[src/sv/mlr_pkg.sv]
package mlr_pkg;

    localparam int COORD_BITS = 12;
    localparam int CUR_W      = COORD_BITS + 2;
    localparam int DEC_W      = COORD_BITS + 4;
    localparam int COLOR_W    = 24;

    typedef enum logic {
        OP_LOAD    = 1'b0,
        OP_ADVANCE = 1'b1
    } t_opcode;

    typedef enum logic [1:0] {
        OCT_SHALLOW     = 2'd0,
        OCT_STEEP       = 2'd1,
        OCT_SHALLOW_MIR = 2'd2,
        OCT_STEEP_MIR   = 2'd3
    } t_octant;

    typedef struct packed {
        t_opcode                       opcode;
        logic signed [COORD_BITS-1:0]  start_x;
        logic signed [COORD_BITS-1:0]  start_y;
        logic signed [COORD_BITS-1:0]  end_x;
        logic signed [COORD_BITS-1:0]  end_y;
    } t_in_item;

    typedef struct packed {
        logic signed [COORD_BITS-1:0]  pixel_x;
        logic signed [COORD_BITS-1:0]  pixel_y;
        logic        [COLOR_W-1:0]     color;
        logic                          last;
    } t_out_item;

    typedef struct packed {
        logic                          active;
        logic signed [COORD_BITS-1:0]  cur_x;
        logic signed [CUR_W-1:0]       cur_y;
        logic signed [DEC_W-1:0]       decision;
        logic signed [DEC_W-1:0]       step_east;
        logic signed [DEC_W-1:0]       step_diag;
        logic signed [CUR_W-1:0]       major_end;
        t_octant                       octant;
        logic signed [COORD_BITS-1:0]  mirror_row;
    } t_line_state;

    function automatic logic is_steep(input t_octant m);
        return (m == OCT_STEEP) || (m == OCT_STEEP_MIR);
    endfunction

    function automatic logic is_mirrored(input t_octant m);
        return (m == OCT_SHALLOW_MIR) || (m == OCT_STEEP_MIR);
    endfunction

endpackage

[src/sv/mlr_setup.sv]
module mlr_setup
    import mlr_pkg::*;
(
    input  t_in_item    i_item,
    output t_line_state o_state
);

    logic                          swap;
    logic signed [COORD_BITS-1:0]  x0;
    logic signed [COORD_BITS-1:0]  y0;
    logic signed [COORD_BITS-1:0]  x1;
    logic signed [COORD_BITS-1:0]  y1;
    logic signed [DEC_W-1:0]       dx;
    logic signed [DEC_W-1:0]       dy;
    logic signed [DEC_W-1:0]       ady;
    t_octant                       mode;

    assign swap = i_item.start_x > i_item.end_x;
    assign x0   = swap ? i_item.end_x   : i_item.start_x;
    assign y0   = swap ? i_item.end_y   : i_item.start_y;
    assign x1   = swap ? i_item.start_x : i_item.end_x;
    assign y1   = swap ? i_item.start_y : i_item.end_y;
    assign dx   = DEC_W'(x1) - DEC_W'(x0);
    assign dy   = DEC_W'(y1) - DEC_W'(y0);

    always_comb begin
        if (dy >= 0) begin
            mode = (dy <= dx) ? OCT_SHALLOW : OCT_STEEP;
        end else begin
            mode = (dy >= -dx) ? OCT_SHALLOW_MIR : OCT_STEEP_MIR;
        end
    end

    assign ady = is_mirrored(mode) ? -dy : dy;

    always_comb begin
        o_state.active     = (dx != '0) || (dy != '0);
        o_state.cur_x      = x0;
        o_state.cur_y      = CUR_W'(y0);
        o_state.octant     = mode;
        o_state.mirror_row = y0;
        if (is_steep(mode)) begin
            o_state.decision  = ady - (dx + dx);
            o_state.step_east = -(dx + dx);
            o_state.step_diag = (ady - dx) + (ady - dx);
            o_state.major_end = CUR_W'(DEC_W'(y0) + ady);
        end else begin
            o_state.decision  = dx - (ady + ady);
            o_state.step_east = -(ady + ady);
            o_state.step_diag = (dx - ady) + (dx - ady);
            o_state.major_end = CUR_W'(x1);
        end
    end

endmodule

[src/sv/midpoint_line_rasterizer_core.sv]
// Midpoint line generator for all octants. A load transaction (opcode load) takes two endpoints,
// sets up the line and returns its first pixel; each advance transaction returns the next pixel,
// with last set on the final one. A zero-length line and an advance with no line in progress
// return nothing. One transaction is taken every cycle unless the output is stalled: the setup and
// the single step of the decision term both fit between the line state registers and the output
// register, so pixels stream at one per clock unless stalled, each in the cycle after its transaction.
// The output register lets a new transaction in while a pixel is still waiting whenever the
// downstream side takes it in the same cycle. The pixel colour is written through the
// configuration channel, which is always ready, and must only change while no line is running.
module midpoint_line_rasterizer_core
    import mlr_pkg::*;
(
    input  logic               i_clk,
    input  logic               i_rst_n,
    input  logic               i_in_valid,
    output logic               o_in_ready,
    input  t_in_item           i_in_data,
    output logic               o_out_valid,
    input  logic               i_out_ready,
    output t_out_item          o_out_data,
    input  logic               i_cfg_valid,
    output logic               o_cfg_ready,
    input  logic [COLOR_W-1:0] i_cfg_data
);

    t_line_state               r_st;
    t_line_state               n_st;
    t_line_state               setup_st;
    t_line_state               adv_st;
    t_out_item                 r_out;
    t_out_item                 n_out;
    logic                      r_out_valid;
    logic [COLOR_W-1:0]        r_color;
    logic                      in_fire;
    logic                      is_load;
    logic                      emit;
    logic signed [CUR_W-1:0]   pos;
    logic signed [CUR_W-1:0]   out_y;
    logic                      fin;

    mlr_setup u_setup (
        .i_item  (i_in_data),
        .o_state (setup_st)
    );

    assign o_in_ready  = !r_out_valid || i_out_ready;
    assign o_cfg_ready = 1'b1;
    assign in_fire     = i_in_valid && o_in_ready;
    assign is_load     = i_in_data.opcode == OP_LOAD;

    // one step along the major axis
    always_comb begin
        adv_st = r_st;
        if (is_steep(r_st.octant)) begin
            adv_st.cur_y = r_st.cur_y + CUR_W'(1);
            if (r_st.decision > 0) begin
                adv_st.decision = r_st.decision + r_st.step_east;
            end else begin
                adv_st.decision = r_st.decision + r_st.step_diag;
                adv_st.cur_x    = r_st.cur_x + COORD_BITS'(1);
            end
        end else begin
            adv_st.cur_x = r_st.cur_x + COORD_BITS'(1);
            if (r_st.decision > 0) begin
                adv_st.decision = r_st.decision + r_st.step_east;
            end else begin
                adv_st.decision = r_st.decision + r_st.step_diag;
                adv_st.cur_y    = r_st.cur_y + CUR_W'(1);
            end
        end
    end

    always_comb begin
        n_st = r_st;
        emit = 1'b0;
        if (in_fire) begin
            if (is_load) begin
                n_st = setup_st;
                emit = setup_st.active;
            end else if (r_st.active) begin
                n_st = adv_st;
                emit = 1'b1;
            end
        end
        pos   = is_steep(n_st.octant) ? n_st.cur_y : CUR_W'(n_st.cur_x);
        fin   = pos == n_st.major_end;
        out_y = is_mirrored(n_st.octant)
              ? CUR_W'(n_st.mirror_row) + CUR_W'(n_st.mirror_row) - n_st.cur_y
              : n_st.cur_y;
        n_out.pixel_x = n_st.cur_x;
        n_out.pixel_y = out_y[COORD_BITS-1:0];
        n_out.color   = r_color;
        n_out.last    = fin;
        if (emit && fin) begin
            n_st.active = 1'b0;
        end
    end

    always_ff @(posedge i_clk) begin
        if (!i_rst_n) begin
            r_st        <= '0;
            r_out_valid <= 1'b0;
            r_color     <= '0;
        end else begin
            r_st <= n_st;
            if (emit) begin
                r_out_valid <= 1'b1;
            end else if (i_out_ready) begin
                r_out_valid <= 1'b0;
            end
            if (i_cfg_valid) begin
                r_color <= i_cfg_data;
            end
        end
    end

    always_ff @(posedge i_clk) begin
        if (emit) begin
            r_out <= n_out;
        end
    end

    assign o_out_valid = r_out_valid;
    assign o_out_data  = r_out;

    a_last_ends_line: assert property (@(posedge i_clk) disable iff (!i_rst_n)
        (emit && n_out.last) |=> !r_st.active)
        else $error("line still active after last pixel");

    a_idle_advance_silent: assert property (@(posedge i_clk) disable iff (!i_rst_n)
        (in_fire && !is_load && !r_st.active) |=> !o_out_valid)
        else $error("pixel from advance with no line");

    a_zero_length_silent: assert property (@(posedge i_clk) disable iff (!i_rst_n)
        (in_fire && is_load && i_in_data.start_x == i_in_data.end_x
            && i_in_data.start_y == i_in_data.end_y) |=> (!o_out_valid && !r_st.active))
        else $error("zero-length line produced output");

    a_load_first_not_last: assert property (@(posedge i_clk) disable iff (!i_rst_n)
        (in_fire && is_load && setup_st.active)
            |=> (o_out_valid && !o_out_data.last && r_st.active))
        else $error("first pixel of a line flagged last");

endmodule
[config.mk]
export PLATFORM = sky130hd
export DESIGN_NAME = midpoint_line_rasterizer_core
export DESIGN_NICKNAME = d
export VERILOG_FILES = /design/src/sv/mlr_pkg.sv /design/src/sv/mlr_setup.sv /design/src/sv/midpoint_line_rasterizer_core.sv
export SDC_FILE = /design/constraint.sdc
export NUM_CORES = 1
export LEC_CHECK = 0
export BUFFER_PORTS_ARGS = -buffer_cell sky130_fd_sc_hd__buf_2
export CORE_MARGIN = 10
export CORE_UTILIZATION = 56
export DETAILED_ROUTE_END_ITERATION = 10
export GPL_TIMING_DRIVEN = 0
export PLACE_DENSITY = 0.75
export SLEW_MARGIN = 20
export SYNTH_ARGS = -nofsm -noshare
export SYNTH_HDL_FRONTEND = slang
export SYNTH_HIERARCHICAL = 1
export SYNTH_SLANG_ARGS = --single-unit
[constraint.sdc]
create_clock -name i_clk -period 12.8 [get_ports i_clk]
set_input_delay 0.64 -clock i_clk [delete_from_list [all_inputs] [get_ports i_clk]]
set_output_delay 0.64 -clock i_clk [all_outputs]
set_load 0.1 [all_outputs]
After elaboration in Yosys (flattened, before gate mapping)
Cells that the tools add are included.

word-level totals
  logic and storage cells = 92
  bits of input ports = 78
  flip-flop bits (word level) = 177

cells by class
  multiplexer cells = 23
  add/subtract/negate cells = 21
  order comparisons = 5
  bitwise gates (word level) = 2
  equal/unequal tests = 10
  reduce and logical (&&, ||, !) cells = 16

operators with widths
  cell                   count
  $mux 103               2
  $mux 102               1
  $add 16x16->16         5
  $mux 12                6
  $mux 62                1
  $mux 42                1
  $mux 16                2
  $neg 13->16            2
  $neg 16->16            2
  $reduce_bool 16->1     2
  $sub 13x16->16         2
  $mux 14                2
  $sub 12x12->13         2
  $ge 13x16->1           1
  $gt 16x1->1 const B    1
  $sub 16x13->16         1
  $sub 16x16->16         1
  $add 12x14->14         1
  $add 13x13->14         1
  $add 14x2->14 const B  1
  $eq 14x14->1           1
  $ge 13x1->1 const B    1
  $le 13x13->1           1
  $add 12x12->12         1
  other kinds (15)       36

Depth between registers and ports, before layout
  depth in word-level cells = 21
  mapped depth = 43
  mapped depth without buffers = 41

Cells and area by module
The synthesis kept the hierarchy.

by module, submodules not included
  module                         cells an instance  area an instance (µm²)  instances  seq. area each (µm²)
  midpoint_line_rasterizer_core  943                8792.2                  1          4013.8
  mlr_setup                      1116               7546.0                  1          0.0

Least setup slack after synthesis
OpenSTA, ideal clock, no wires.

  path kind = input -> register
  start = input port i_in_data[13] (netlist name)
  end = register r_st, in the netlist adv_st[102]
  required time = 12.667 ns
  setup slack = 4.161 ns
  data arrival time = 8.506 ns
  stages on the path = 41
  path through = clkinv_1 -> ha_1 -> nor2b_1 -> o211ai_1 -> a211o_1 -> a2111oi_0 -> a221oi_1 -> ha_1 -> a2111oi_0 -> a31oi_1 -> o21ai_0 -> a21oi_1 -> o21a_1 -> xnor2_1 -> inv_1 -> nor3_1 -> nand2_1 -> nor3_1 -> [5 not listed] -> o21ai_0 -> nand2b_1 -> a221o_1 -> nand2_1 -> a31oi_1 -> a211oi_1 -> a21oi_1 -> clkbuf_1 -> buf_1 -> buf_2 -> mux2i_1 -> mux2i_1 -> xor2_1 -> a21oi_1 -> nor3b_1 -> nand4_1 -> nor4_2 -> o32ai_1

RTL lines
  what                    line                                  text
  start: declaration      midpoint_line_rasterizer_core.sv:17   input t_in_item i_in_data,
  end signal: assignment  midpoint_line_rasterizer_core.sv:105  r_st <= n_st;
  end: declaration        midpoint_line_rasterizer_core.sv:26   t_line_state r_st;

==> run_results.csv <==
group,metric,value,unit
clocking,cts-buffers-inserted,17,
pwr,ir_worst_vdd,112,uV
critical_path,worstSetupPathType,"in2reg",
timing,clock.fmax,83.5,MHz
clocking,h-tree-depth,4,
clocking,path_clk_slew,0.08,ns
global_route,grt_pass1_wl,83.8,mm
clocking,postCtsSetupBuffers,0,
synth,synth-simple-area-share,21.1,%
critical_path,arrival,12.28,ns
global_route,antenna_found_initial,1,
pwr,p_leak,8.01,nW
synth,synth_warnings,6,
clocking,cts.sinks,176,
clocking,clockBufferDepth,2,
clocking,cts_tree,"yes",
synth,synth_fa_ha_area_share,11.1,%
route,vias,16300,
status,status,"completed",
timing,grt_setup_unrepaired,"no",
critical_path,crit_slowest_cell,"xnor2_1",
timing,slew_viol_final,0,
finish,final_area,0.0181,mm2
floorplan,io_pins,130,
place,post_dp_cell_area,0.0175,mm2
floorplan,rows,62,
route,drt_first_pass_iters,7,
synth,synth_top_family_by_area,"compound AO/OA/AOI/OAI gates",
critical_path,r2r_start,"o_out_valid",
synth,ys.flop_type,"dfxtp_1",
clocking,hold_buffers,0,
synth,avgSynthCellArea,7.94,um2
synth,synthCells,2059,
finish,syn_to_final_growth,10.6,%
global_route,grt_max_degree,52,
timing,hold_viol_final,0,
clocking,clockRootBuffer,"clkbuf_16",
global_route,grt_usage,28.7,%
critical_path,endpoint,"adv_st[102]",
synth,synth_edf_count,49,
timing,period_needed,11.98,ns
synth,syn_area,0.0163,mm2
synth,ys_ff_latch,176,
critical_path,r2r_end,"o_out_data[36]",
timing,period_share,93.6,%
critical_path,critPathLaunchType,"input pin",
floorplan,start_util,56.8,%
route,drt-wirelength-per-cell,20.7,um
critical_path,rr_worst_depth,18,
global_route,grt.overflow.total,0,
floorplan,die_h,191,um
critical_path,cpPeakStageDelay,0.72,ns
synth,ys_types,111,
place,port_buffers,124,
min_path,hold_path_class,"reg2reg",
place,dp_hpwl,42.8,mm
timing,finalClockSkew,0.0112,ns
critical_path,crit_family,"compound AO/OA/AOI/OAI gates",
finish,diodes,0,
clocking,clk_latency,0.44,ns
route,drt-vias-per-instance,6.27,
synth,synth_compound_area_share,22.9,%
route,drt-total-wl,53.9,mm
synth,netlist.area_leader.share,15.6,%
route,drtIter0Drc,1585,
timing,setup_violations,0,
timing,worst_slew_margin_rel,17.8,%
floorplan,die_area,0.0364,mm2
critical_path,crit_path_frequent_cell,"a21oi_1",
critical_path,path_depth,43,
synth,synth-xor-area-share,7.35,%
clocking,post_cts_resized,0,
timing,timing.hold.ws,0.423,ns
critical_path,regToRegSetupSlack,6.55,ns
critical_path,crit_path_end_kind,"register",
route,detail-route-antenna-nets,0,
timing,fin_setup_tns,0,ns
critical_path,crit_start,"i_in_data[19]",
timing,worst_pin_slew,1.22,ns
floorplan,die-width,191,um
synth,synthArstFlopShare,0,%
pwr,power_density,195,mW/mm2
finish,fin_util,62.8,%
synth,synthMuxAreaShare,7.09,%
synth,synth.largest_area_cell,"dfxtp_1",
finish,nets,2419,
critical_path,critPathRequiredTime,13.10,ns
synth,ys_seq_area_share,24.6,%
flow_run,drv_cap,0,
synth,synth_top_cells_by_area,"dfxtp_1, ha_1, edfxtp_1, nand2_1, mux2i_1",
finish,drive_above_1_share,12.2,%
route,drc,0,
critical_path,cp.buffers_inverters,7,
floorplan,coreArea,0.0288,mm2
critical_path,cp_max_fo,10,
global_route,grt_pass1_vias,15500,
place,gp_congestion,1.01,
-- cell families after synthesis --
logic type,Yosys count
simple gates,714
mux,112
compound gates,562
xor+xnor,132
other cells,3
flops,176
buf+inv,216
fa+ha+maj,144
-- metrics by stage --
step	instances	power, mW	worst slack [ns]
after floorplan	2062	2.36	4.16
final	2603	3.52	0.817
after global routing	2603	3.74	0.0483
after detailed placement	2571	2.94	0.870
after global placement	2570	2.89	1.01
after CTS	2603	3.45	1.29
-- worst min path at each step --
stage | startpoint | end | slack, ns | cells after the start
6_report | r_color[17] | o_out_data[18] | 0.42 | 0
5_1_grt | r_color[17] | o_out_data[18] | 0.43 | 0
4_1_cts | r_color[17] | o_out_data[18] | 0.42 | 0
3_5_place_dp | r_color[17] | o_out_data[18] | 0.41 | 0
3_3_place_gp | r_color[16] | o_out_data[17] | 0.41 | 0
2_1_floorplan | r_color[9] | o_out_data[10] | 0.41 | 0
-- sequential cells by signal (all words and copies together) (netlist names) --
register and cells:
o_out_data 49, adv_st 60, o_out_valid 1, r_color 24
r_st 42
-- layer usage --
| metal | track usage (%) | wire, um | up-vias |
|---|---|---|---|
| met1 | 36.6 | 22500 | 7667 |
| li1 | - | - | 7688 |
| met3 | 4.15 | 4710 | 150 |
| met4 | 13.3 | 2350 | 2 |
| met5 | 0 | 13 | - |
| met2 | 46.9 | 24300 | 811 |
-- cell usage after synthesis, types with 46 or more instances --
master    number
a21oi_1      153
clkbuf_1      70
dfxtp_1      127
edfxtp_1      49
ha_1         130
inv_1        100
mux2i_1       91
nand2_1      248
nor2_1       189
o21ai_0      121
xnor2_1       80
xor2_1        46
-- cells in the final DEF, fill, tap and decap left out, drive strengths merged, types with 11 or more instances in the layout --
cell    count
a211oi     12
a21o       44
a21oi     154
a31oi      25
and2       21
and3       19
buf       162
clkbuf     89
dfxtp     127
edfxtp     49
ha        130
inv       109
mux2       20
mux2i      91
nand2     249
nand2b     44
nand3      32
nand4      29
nor2      189
nor2b      30
nor3       31
o211ai     11
o21a       26
o21ai     129
o21bai     12
o221ai     16
o22ai      19
o31ai      16
xnor2      84
xor2       48
-- layout make-up --
class | count | area (um2)
multi-input cells | 1670 | 11400
repair buffers | 125 | 632
fillers | 2581 | 10700
well taps | 384 | 480
clock inverters | 14 | 144
inverters | 108 | 412
clock buffers | 18 | 439
flip-flops and latches | 176 | 4010
plain buffers | 108 | 527
-- where the power goes --
group	leakage [nW]	switching (mW)	internal [mW]
registers	1.52	0.0368	0.647
clock network	0.277	0.247	0.264
logic	6.22	1.48	0.843
(Power assumes the default switching activity.)
